==> config.mk <==
export PLATFORM = sky130hd
export DESIGN_NAME = biquad_cascade_q15_core_flat
export DESIGN_NICKNAME = d
export VERILOG_FILES = /design/src/hw/rtl/bqc_pkg.sv /design/src/hw/rtl/bqc_if.sv /design/src/hw/rtl/bqc_regs.sv /design/src/hw/rtl/bqc_seq.sv /design/src/hw/rtl/bqc_dp.sv /design/src/hw/rtl/biquad_cascade_q15_core.sv /design/src/flat_wrapper.sv
export SDC_FILE = /design/constraint.sdc
export NUM_CORES = 2
export LEC_CHECK = 0
export BUFFER_PORTS_ARGS = -buffer_cell sky130_fd_sc_hd__buf_2
export CAP_MARGIN = 30
export CORE_MARGIN = 3
export CORE_UTILIZATION = 35
export CTS_BUF_LIST = sky130_fd_sc_hd__clkbuf_2
export DETAILED_ROUTE_END_ITERATION = 8
export HOLD_SLACK_MARGIN = 0.05
export REMOVE_ABC_BUFFERS = 1
export SETUP_SLACK_MARGIN = 0.02
export SYNTH_ARGS = -nofsm -noshare
export SYNTH_HDL_FRONTEND = slang
export SYNTH_SLANG_ARGS = --single-unit
export TNS_END_PERCENT = 10
==> constraint.sdc <==
create_clock -name clk -period 17.8 [get_ports clk]
set_clock_uncertainty 0.05 [all_clocks]
set_input_delay 2.67 -clock clk [delete_from_list [all_inputs] [get_ports clk]]
set_output_delay 2.67 -clock clk [all_outputs]
set_load 0.005 [all_outputs]
==> src/hw/rtl/bqc_pkg.sv <==
// ----------------------------------------------------------------------------
// bqc_pkg
// Shared types, constants and the microcode table of the biquad cascade.
// ----------------------------------------------------------------------------
package bqc_pkg;

	localparam int MAX_SECTIONS = 3;
	localparam int SECT_W       = $clog2(MAX_SECTIONS + 1);
	localparam int SAMPLE_W     = 16;
	localparam int COEF_W       = 16;
	localparam int ACC_W        = 32;
	localparam int FRAC_BITS    = 15;
	localparam int FF_W         = 3 * COEF_W;
	localparam int FB_W         = 2 * COEF_W;
	localparam int PADDR_W      = 6;
	localparam int PDATA_W      = 64;
	localparam int STEP_W       = 3;

	typedef enum logic [2:0] {
		REG_ACTIVE = 3'd0,
		REG_FF0    = 3'd1,
		REG_FB0    = 3'd2,
		REG_FF1    = 3'd3,
		REG_FB1    = 3'd4,
		REG_FF2    = 3'd5,
		REG_FB2    = 3'd6
	} reg_idx_t;

	typedef enum logic [2:0] {
		COEF_B0, COEF_B1, COEF_B2, COEF_A1, COEF_A2
	} coef_sel_t;

	typedef enum logic [1:0] {
		OPB_ZERO, OPB_S1, OPB_S2, OPB_P
	} opb_sel_t;

	typedef enum logic [2:0] {
		DST_NONE, DST_Y, DST_ACC, DST_S1, DST_S2
	} dst_t;

	typedef enum logic {
		SEQ_NEXT, SEQ_SECT_END
	} seq_op_t;

	typedef struct packed {
		logic      mul_en;
		coef_sel_t coef;
		logic      mul_y;
		logic      opa_acc;
		opb_sel_t  opb;
		logic      sub;
		dst_t      dst;
		seq_op_t   seq;
	} uword_t;

	typedef struct packed {
		logic                  go;
		uword_t                uw;
		logic [SECT_W-1:0]     sect;
		logic                  load_in;
		logic                  advance;
		logic                  out_load;
	} dp_ctrl_t;

	typedef struct packed {
		logic [SECT_W-1:0]                  sections;
		logic [MAX_SECTIONS-1:0][FF_W-1:0]  ff;
		logic [MAX_SECTIONS-1:0][FB_W-1:0]  fb;
	} cfg_t;

	function automatic uword_t ucode(input logic [STEP_W-1:0] step);
		uword_t w;
		w = '{mul_en: 1'b0, coef: COEF_B0, mul_y: 1'b0, opa_acc: 1'b0,
		      opb: OPB_ZERO, sub: 1'b0, dst: DST_NONE, seq: SEQ_NEXT};
		case (step)
			3'd0: begin
				w.mul_en = 1'b1;
				w.coef   = COEF_B0;
			end
			3'd1: begin
				w.mul_en = 1'b1;
				w.coef   = COEF_B1;
				w.opb    = OPB_S1;
				w.dst    = DST_Y;
			end
			3'd2: begin
				w.mul_en = 1'b1;
				w.coef   = COEF_A1;
				w.mul_y  = 1'b1;
				w.opb    = OPB_S2;
				w.dst    = DST_ACC;
			end
			3'd3: begin
				w.mul_en  = 1'b1;
				w.coef    = COEF_B2;
				w.opa_acc = 1'b1;
				w.opb     = OPB_P;
				w.sub     = 1'b1;
				w.dst     = DST_S1;
			end
			3'd4: begin
				w.mul_en = 1'b1;
				w.coef   = COEF_A2;
				w.mul_y  = 1'b1;
				w.opb    = OPB_ZERO;
				w.dst    = DST_ACC;
			end
			3'd5: begin
				w.opa_acc = 1'b1;
				w.opb     = OPB_P;
				w.sub     = 1'b1;
				w.dst     = DST_S2;
				w.seq     = SEQ_SECT_END;
			end
			default: begin
				w.seq = SEQ_SECT_END;
			end
		endcase
		return w;
	endfunction

endpackage

==> src/hw/rtl/bqc_if.sv <==
// ----------------------------------------------------------------------------
// bqc_if
// Sample request channels with valid/ready handshake.
// ----------------------------------------------------------------------------
interface bqc_in_if;
	logic                                valid;
	logic                                ready;
	logic signed [bqc_pkg::SAMPLE_W-1:0] sample_in;

	modport source (output valid, output sample_in, input ready);
	modport sink (input valid, input sample_in, output ready);
endinterface

interface bqc_out_if;
	logic                                valid;
	logic                                ready;
	logic signed [bqc_pkg::SAMPLE_W-1:0] sample_out;

	modport source (output valid, output sample_out, input ready);
	modport sink (input valid, input sample_out, output ready);
endinterface

==> src/hw/rtl/bqc_regs.sv <==
// ----------------------------------------------------------------------------
// bqc_regs
// APB configuration registers: section count and per-section coefficients.
// ----------------------------------------------------------------------------
module bqc_regs (
	input  logic                         clk,
	input  logic                         arst_n,
	input  logic                         psel,
	input  logic                         penable,
	input  logic                         pwrite,
	input  logic [bqc_pkg::PADDR_W-1:0]  paddr,
	input  logic [bqc_pkg::PDATA_W-1:0]  pwdata,
	output logic [bqc_pkg::PDATA_W-1:0]  prdata,
	output logic                         pready,
	output bqc_pkg::cfg_t                cfg
);

	bqc_pkg::cfg_t    cfg_q;
	bqc_pkg::reg_idx_t idx;
	logic             wr;

	assign idx    = bqc_pkg::reg_idx_t'(paddr[bqc_pkg::PADDR_W-1:3]);
	assign wr     = psel & penable & pwrite;
	assign pready = 1'b1;
	assign cfg    = cfg_q;

	always_ff @(posedge clk or negedge arst_n) begin
		if (!arst_n) begin
			cfg_q.sections <= bqc_pkg::SECT_W'(2);
			cfg_q.ff       <= '0;
			cfg_q.fb       <= '0;
		end else if (wr) begin
			case (idx)
				bqc_pkg::REG_ACTIVE: cfg_q.sections <= pwdata[bqc_pkg::SECT_W-1:0];
				bqc_pkg::REG_FF0:    cfg_q.ff[0]    <= pwdata[bqc_pkg::FF_W-1:0];
				bqc_pkg::REG_FB0:    cfg_q.fb[0]    <= pwdata[bqc_pkg::FB_W-1:0];
				bqc_pkg::REG_FF1:    cfg_q.ff[1]    <= pwdata[bqc_pkg::FF_W-1:0];
				bqc_pkg::REG_FB1:    cfg_q.fb[1]    <= pwdata[bqc_pkg::FB_W-1:0];
				bqc_pkg::REG_FF2:    cfg_q.ff[2]    <= pwdata[bqc_pkg::FF_W-1:0];
				bqc_pkg::REG_FB2:    cfg_q.fb[2]    <= pwdata[bqc_pkg::FB_W-1:0];
				default: ;
			endcase
		end
	end

	always_comb begin
		case (idx)
			bqc_pkg::REG_ACTIVE: prdata = bqc_pkg::PDATA_W'(cfg_q.sections);
			bqc_pkg::REG_FF0:    prdata = bqc_pkg::PDATA_W'(cfg_q.ff[0]);
			bqc_pkg::REG_FB0:    prdata = bqc_pkg::PDATA_W'(cfg_q.fb[0]);
			bqc_pkg::REG_FF1:    prdata = bqc_pkg::PDATA_W'(cfg_q.ff[1]);
			bqc_pkg::REG_FB1:    prdata = bqc_pkg::PDATA_W'(cfg_q.fb[1]);
			bqc_pkg::REG_FF2:    prdata = bqc_pkg::PDATA_W'(cfg_q.ff[2]);
			bqc_pkg::REG_FB2:    prdata = bqc_pkg::PDATA_W'(cfg_q.fb[2]);
			default:             prdata = '0;
		endcase
	end

endmodule

==> src/hw/rtl/bqc_seq.sv <==
// ----------------------------------------------------------------------------
// bqc_seq
// Microcode sequencer: step counter, section counter and request handshakes.
// ----------------------------------------------------------------------------
module bqc_seq (
	input  logic                        clk,
	input  logic                        arst_n,
	input  logic [bqc_pkg::SECT_W-1:0]  sections,
	input  logic                        in_valid,
	output logic                        in_ready,
	output logic                        out_valid,
	input  logic                        out_ready,
	output bqc_pkg::dp_ctrl_t           ctrl
);

	logic                        busy_q;
	logic                        out_valid_q;
	logic [bqc_pkg::STEP_W-1:0]  step_q;
	logic [bqc_pkg::SECT_W-1:0]  sect_q;
	logic [bqc_pkg::SECT_W-1:0]  n_eff;
	bqc_pkg::uword_t             uw;
	logic                        start;
	logic                        sect_end;
	logic                        last;
	logic                        stall;
	logic                        finish;

	assign uw       = bqc_pkg::ucode(step_q);
	assign start    = in_valid & ~busy_q;
	assign sect_end = busy_q & (uw.seq == bqc_pkg::SEQ_SECT_END);
	assign last     = (sect_q == n_eff - bqc_pkg::SECT_W'(1));
	assign stall    = sect_end & last & out_valid_q & ~out_ready;
	assign finish   = sect_end & last & ~stall;

	always_comb begin
		if (sections == '0)
			n_eff = bqc_pkg::SECT_W'(1);
		else if (sections > bqc_pkg::SECT_W'(bqc_pkg::MAX_SECTIONS))
			n_eff = bqc_pkg::SECT_W'(bqc_pkg::MAX_SECTIONS);
		else
			n_eff = sections;
	end

	assign in_ready  = ~busy_q;
	assign out_valid = out_valid_q;

	assign ctrl.go       = busy_q & ~stall;
	assign ctrl.uw       = uw;
	assign ctrl.sect     = sect_q;
	assign ctrl.load_in  = start;
	assign ctrl.advance  = sect_end & ~last;
	assign ctrl.out_load = finish;

	always_ff @(posedge clk or negedge arst_n) begin
		if (!arst_n) begin
			busy_q      <= 1'b0;
			out_valid_q <= 1'b0;
			step_q      <= '0;
			sect_q      <= '0;
		end else begin
			if (start) begin
				busy_q <= 1'b1;
				step_q <= '0;
				sect_q <= '0;
			end else if (busy_q) begin
				if (uw.seq == bqc_pkg::SEQ_NEXT) begin
					step_q <= step_q + bqc_pkg::STEP_W'(1);
				end else if (!last) begin
					step_q <= '0;
					sect_q <= sect_q + bqc_pkg::SECT_W'(1);
				end else if (finish) begin
					busy_q <= 1'b0;
				end
			end

			if (finish)
				out_valid_q <= 1'b1;
			else if (out_ready)
				out_valid_q <= 1'b0;
		end
	end

endmodule

==> src/hw/rtl/bqc_dp.sv <==
// ----------------------------------------------------------------------------
// bqc_dp
// Datapath: one 16x16 multiplier, one 32-bit add/subtract, delay state.
// ----------------------------------------------------------------------------
module bqc_dp (
	input  logic                                clk,
	input  logic                                arst_n,
	input  bqc_pkg::cfg_t                       cfg,
	input  bqc_pkg::dp_ctrl_t                   ctrl,
	input  logic signed [bqc_pkg::SAMPLE_W-1:0] sample_in,
	output logic signed [bqc_pkg::SAMPLE_W-1:0] sample_out
);

	logic signed [bqc_pkg::SAMPLE_W-1:0] x_q;
	logic signed [bqc_pkg::SAMPLE_W-1:0] y_q;
	logic signed [bqc_pkg::SAMPLE_W-1:0] out_q;
	logic signed [bqc_pkg::ACC_W-1:0]    p_q;
	logic signed [bqc_pkg::ACC_W-1:0]    acc_q;
	logic [bqc_pkg::MAX_SECTIONS-1:0][bqc_pkg::ACC_W-1:0] s1_q;
	logic [bqc_pkg::MAX_SECTIONS-1:0][bqc_pkg::ACC_W-1:0] s2_q;

	logic [bqc_pkg::FF_W-1:0]            ff;
	logic [bqc_pkg::FB_W-1:0]            fb;
	logic signed [bqc_pkg::COEF_W-1:0]   coef_v;
	logic signed [bqc_pkg::SAMPLE_W-1:0] mul_src;
	logic signed [bqc_pkg::ACC_W-1:0]    prod;
	logic [bqc_pkg::ACC_W-1:0]           opa;
	logic [bqc_pkg::ACC_W-1:0]           opb;
	logic [bqc_pkg::ACC_W-1:0]           sum;

	assign ff = cfg.ff[ctrl.sect];
	assign fb = cfg.fb[ctrl.sect];

	always_comb begin
		case (ctrl.uw.coef)
			bqc_pkg::COEF_B0: coef_v = ff[15:0];
			bqc_pkg::COEF_B1: coef_v = ff[31:16];
			bqc_pkg::COEF_B2: coef_v = ff[47:32];
			bqc_pkg::COEF_A1: coef_v = fb[15:0];
			bqc_pkg::COEF_A2: coef_v = fb[31:16];
			default:          coef_v = '0;
		endcase
	end

	assign mul_src = ctrl.uw.mul_y ? y_q : x_q;
	assign prod    = coef_v * mul_src;

	assign opa = ctrl.uw.opa_acc ? acc_q : p_q;

	always_comb begin
		case (ctrl.uw.opb)
			bqc_pkg::OPB_ZERO: opb = '0;
			bqc_pkg::OPB_S1:   opb = s1_q[ctrl.sect];
			bqc_pkg::OPB_S2:   opb = s2_q[ctrl.sect];
			bqc_pkg::OPB_P:    opb = p_q;
			default:           opb = '0;
		endcase
	end

	assign sum        = ctrl.uw.sub ? (opa - opb) : (opa + opb);
	assign sample_out = out_q;

	always_ff @(posedge clk or negedge arst_n) begin
		if (!arst_n) begin
			s1_q <= '0;
			s2_q <= '0;
		end else if (ctrl.go) begin
			case (ctrl.uw.dst)
				bqc_pkg::DST_S1: s1_q[ctrl.sect] <= sum;
				bqc_pkg::DST_S2: s2_q[ctrl.sect] <= sum;
				default: ;
			endcase
		end
	end

	always_ff @(posedge clk) begin
		if (ctrl.load_in)
			x_q <= sample_in;
		else if (ctrl.advance)
			x_q <= y_q;
		if (ctrl.out_load)
			out_q <= y_q;
		if (ctrl.go) begin
			if (ctrl.uw.mul_en)
				p_q <= prod;
			case (ctrl.uw.dst)
				bqc_pkg::DST_Y:   y_q   <= sum[bqc_pkg::FRAC_BITS +: bqc_pkg::SAMPLE_W];
				bqc_pkg::DST_ACC: acc_q <= sum;
				default: ;
			endcase
		end
	end

endmodule

==> src/hw/rtl/biquad_cascade_q15_core.sv <==
// ----------------------------------------------------------------------------
// biquad_cascade_q15_core
// Cascade of up to three Q15 biquad sections, transposed direct form II.
// ----------------------------------------------------------------------------
// channel  | dir | payload            | handshake
// in_ch    | in  | sample_in  s16     | valid/ready
// out_ch   | out | sample_out s16     | valid/ready, output register
// apb      | in  | 64-bit data, 6-bit | psel/penable, pready tied high
//
// Each section runs the microcode steps through one shared multiplier and
// adder, one section after the other for the n active sections, and the
// next item is accepted in the cycle after the last section finishes.
// Reset at once clears delay state, coefficients and control, sets 2 sections.
// A result waiting in the output register does not block the next accept;
// only finishing an item while the previous result is still held stalls.
// ----------------------------------------------------------------------------
module biquad_cascade_q15_core (
	input  logic                         clk,
	input  logic                         arst_n,
	bqc_in_if.sink                       in_ch,
	bqc_out_if.source                    out_ch,
	input  logic                         psel,
	input  logic                         penable,
	input  logic                         pwrite,
	input  logic [bqc_pkg::PADDR_W-1:0]  paddr,
	input  logic [bqc_pkg::PDATA_W-1:0]  pwdata,
	output logic [bqc_pkg::PDATA_W-1:0]  prdata,
	output logic                         pready
);

	bqc_pkg::cfg_t     cfg;
	bqc_pkg::dp_ctrl_t ctrl;

	bqc_regs u_regs (
		.clk     (clk),
		.arst_n  (arst_n),
		.psel    (psel),
		.penable (penable),
		.pwrite  (pwrite),
		.paddr   (paddr),
		.pwdata  (pwdata),
		.prdata  (prdata),
		.pready  (pready),
		.cfg     (cfg)
	);

	bqc_seq u_seq (
		.clk       (clk),
		.arst_n    (arst_n),
		.sections  (cfg.sections),
		.in_valid  (in_ch.valid),
		.in_ready  (in_ch.ready),
		.out_valid (out_ch.valid),
		.out_ready (out_ch.ready),
		.ctrl      (ctrl)
	);

	bqc_dp u_dp (
		.clk        (clk),
		.arst_n     (arst_n),
		.cfg        (cfg),
		.ctrl       (ctrl),
		.sample_in  (in_ch.sample_in),
		.sample_out (out_ch.sample_out)
	);

endmodule

==> src/flat_wrapper.sv <==
// flat-port wrapper written by rule: the top's interface ports become plain ports
module biquad_cascade_q15_core_flat 
  (clk, arst_n, psel, penable, pwrite, paddr, pwdata, prdata, pready, in_ch_valid, in_ch_sample_in, in_ch_ready, out_ch_valid, out_ch_sample_out, out_ch_ready);
  bqc_in_if in_ch_i ();
  bqc_out_if out_ch_i ();
  input  logic clk;
  input  logic arst_n;
  input  logic psel;
  input  logic penable;
  input  logic pwrite;
  input  logic [bqc_pkg::PADDR_W-1:0] paddr;
  input  logic [bqc_pkg::PDATA_W-1:0] pwdata;
  output logic [bqc_pkg::PDATA_W-1:0] prdata;
  output logic pready;
  input wire logic [$bits(in_ch_i.valid)-1:0] in_ch_valid;
  input wire logic [$bits(in_ch_i.sample_in)-1:0] in_ch_sample_in;
  output wire logic [$bits(in_ch_i.ready)-1:0] in_ch_ready;
  output wire logic [$bits(out_ch_i.valid)-1:0] out_ch_valid;
  output wire logic [$bits(out_ch_i.sample_out)-1:0] out_ch_sample_out;
  input wire logic [$bits(out_ch_i.ready)-1:0] out_ch_ready;
  assign in_ch_i.valid = in_ch_valid;
  assign in_ch_i.sample_in = in_ch_sample_in;
  assign in_ch_ready = in_ch_i.ready;
  assign out_ch_valid = out_ch_i.valid;
  assign out_ch_sample_out = out_ch_i.sample_out;
  assign out_ch_i.ready = out_ch_ready;
  biquad_cascade_q15_core u_core (.clk(clk), .arst_n(arst_n), .in_ch(in_ch_i), .out_ch(out_ch_i), .psel(psel), .penable(penable), .pwrite(pwrite), .paddr(paddr), .pwdata(pwdata), .prdata(prdata), .pready(pready));
endmodule
==> flow_summary.ini <==
[layout]
nets = 4097
design_area_um2 = 40800
syn_to_final_growth_pct = 10.3
drive_gt1_share_pct = 23.9

[detailed_routing]
wirelength_um = 107000
drc = 0
drtPass1Iterations = 5
route.vias.total = 27165
postRouteAntennaNets = 0
avgRoutedWirePerCell_um = 20.9
via_per_inst = 5.30
drtIter0Drc = 2055

[clock_network]
numCtsBuffers = 147
insertion_delay_ps = 1410
cts_max_path_buffers = 3
clockRootBuffer = clkbuf_2
post-cts-setup-buffers = 0
clock_sinks = 545
cts_tree = built
postCtsHoldBufs = 0
ctsResizeCount = 0
h-tree-depth = 4
clkTransAtPathRegs_ps = 100

[timing]
worstMarginPinSlew_ps = 1030
setup_violations = 0
fin_tns_setup_ps = 0
min_period_ps = 9480
slew_violations = 0
finalHoldViolations = 0
fmaxAchievable_ghz = 0.105
rsz0062_at_grt = false
post-route-period-util_pct = 53.3
max_slew_margin_pct = 30.4

[yosys]
synth_top_cell_area_share_pct = 29.4
synth_edf_count = 110
synthTopCellsByCount = dfrtp_1 (434), mux2_2 (370), inv_1 (332)
yosys_warnings = 0
synth_cell_types = 74
synthFlopType = dfrtp_1
synth_area_leaders = dfrtp_1 (29%), fa_1 (14%), mux2_2 (11%)
synth_most_common_cell = dfrtp_1
synth_area_um2 = 37000
synth_top_area_cell = dfrtp_1
avgSynthCellArea_um2 = 10.7
async_reset_ff_share_pct = 79.8
ys_ff_latch = 545
yosysSeqAreaShare_pct = 38.4
syn_inst = 3444

[floorplanning]
placementRows = 118
fp.dieW_um = 331
start_util_pct = 35.5
core_area_um2 = 104000
fp.dieArea_um2 = 110000
ios = 176
dieHeight_um = 331

[worst_setup_path]
criticalPathCategory = flip-flop to flip-flop
required_ps = 18930
endpoint_kind = flip-flop
start_kind = flip-flop
cp_max_fo = 24
cp.arrival_ps = 10610
cpPeakStageDelay_ps = 790
cpMaxStageDelayCell = o21ai_1

[job]
drv_cap = 0

[grt]
grt_pass1_wl_um = 166000
globalRoute.totalOverflow = 0
grt_max_degree = 102
antenna_found_initial = 14
grt_pass1_vias = 27765
track_usage_pct = 19.8

[status]
status = finished, final reports clean

[place]
place_congestion = 0.857
hpwl_um = 71400
io_buffers = 139
dpl-instance-area_um2 = 39400

[worst_hold_path]
min_path_type = flip-flop to flip-flop
[cell usage in the layout, fill, tap and decap left out, types with 41 or more instances in the layout]
cell | netlist | routed
a22oi_1 | 101 | 101
xnor2_1 | 56 | 56
inv_1 | 332 | 332
ha_1 | 119 | 119
mux2i_1 | 145 | 144
mux2_2 | 370 | 370
buf_2 | 12 | 138
a221oi_1 | 45 | 45
o22ai_1 | 55 | 55
o21ai_0 | 148 | 141
nand3_1 | 45 | 45
nor2_1 | 272 | 264
nand2_1 | 269 | 263
buf_4 | 17 | 81
clkbuf_2 | 0 | 225
nand2b_1 | 69 | 69
a21oi_1 | 82 | 82
edfxtp_1 | 110 | 110
a22o_1 | 41 | 41
dfrtp_1 | 434 | 432
fa_1 | 257 | 257
[logic make-up after synthesis]
logic type	after synthesis	synth area share, %
AND/OR/NAND/NOR	770	9.32
buffers and inverters	537	5.75
XOR/XNOR	93	2.20
other	2	0.0203
AO/OA/AOI/OAI	600	11.0
multiplexers	521	15.4
flip-flops	545	38.4
adder cells (fa/ha/maj)	376	17.9
[critical path: cells and delay by family, from the launching register on]
kind / cells / cell delay, ps
AO/OA/AOI/OAI: 6 / 2280
XOR/XNOR: 1 / 320
adder cells (fa/ha/maj): 9 / 4190
buffers and inverters: 5 / 470
flip-flops: 1 / 560
AND/OR/NAND/NOR: 9 / 1390
[worst paths after layout]
kind	slack, ps	depth (start not counted)	end	from
worst max-delay path	8320	30	u_core.u_dp.p_q[30]$_DFFE_PP_	u_core.u_seq.step_q[0]$_DFFE_PN0P_
worst min-delay path	440	2	u_core.u_dp.s2_q[9]$_DFFE_PN0P_	u_core.u_dp.s2_q[9]$_DFFE_PN0P_
worst max register to register	8320	30	u_core.u_dp.p_q[30]$_DFFE_PP_	u_core.u_seq.step_q[0]$_DFFE_PN0P_
worst min register to register	440	2	u_core.u_dp.s2_q[9]$_DFFE_PN0P_	u_core.u_dp.s2_q[9]$_DFFE_PN0P_
max in group asynchronous	14170	4	u_core.u_dp.s1_q[71]$_DFFE_PN0P_	arst_n
min in group asynchronous	1290	1	u_core.u_regs.cfg[109]$_DFFE_PN0P_	arst_n
[area by class of cell]
class | count | area [um^2]
inverter | 333 | 1250
clock inverter | 35 | 208
timing repair buffer | 224 | 1390
multi-input combinational | 2377 | 20800
sequential | 545 | 14200
tap | 1380 | 1730
clock buffer | 225 | 1130
antenna | 10 | 25.0
fill | 10273 | 63300
[state kept, by name, indices dropped and copies added, names as in the netlist]
signal	count
u_core.u_regs.cfg	242
u_core.u_dp.acc_q	31
u_core.u_seq.step_q	3
u_core.u_dp.y_q	16
u_core.u_dp.sample_out	16
u_core.u_seq.out_valid	1
u_core.u_seq.busy_q	1
u_core.u_dp.p_q	31
u_core.u_seq.sect_q	2
u_core.u_dp.s2_q	93
u_core.u_dp.x_q	16
u_core.u_dp.s1_q	93
[routing by layer]
metal / share of wire [%] / up-vias / routed length [um] / track usage, %
met2: 47 / 854 / 50700 / 32.1
met4: 2.3 / 6 / 2510 / 6.41
met1: 44 / 13855 / 47700 / 26.3
met3: 6.0 / 174 / 6450 / 4.11
met5: 0.020 / - / 22 / 0
li1: - / 12276 / - / -
[per-stage QoR]
stage	setup slack [ps]	instances	hold slack (ps)	util, %
2_1_floorplan	5080	3255	392	-
3_3_place_gp	8350	4853	407	37.8
3_5_place_dp	8360	4858	419	37.8
4_1_cts	8340	5118	441	39.1
5_1_grt	7780	5126	462	39.1
6_report	8320	5129	437	39.2
Power is left out: the tool's default activity adds up to more than one toggle a clock period on the data nets, which glitch-free logic cannot reach.
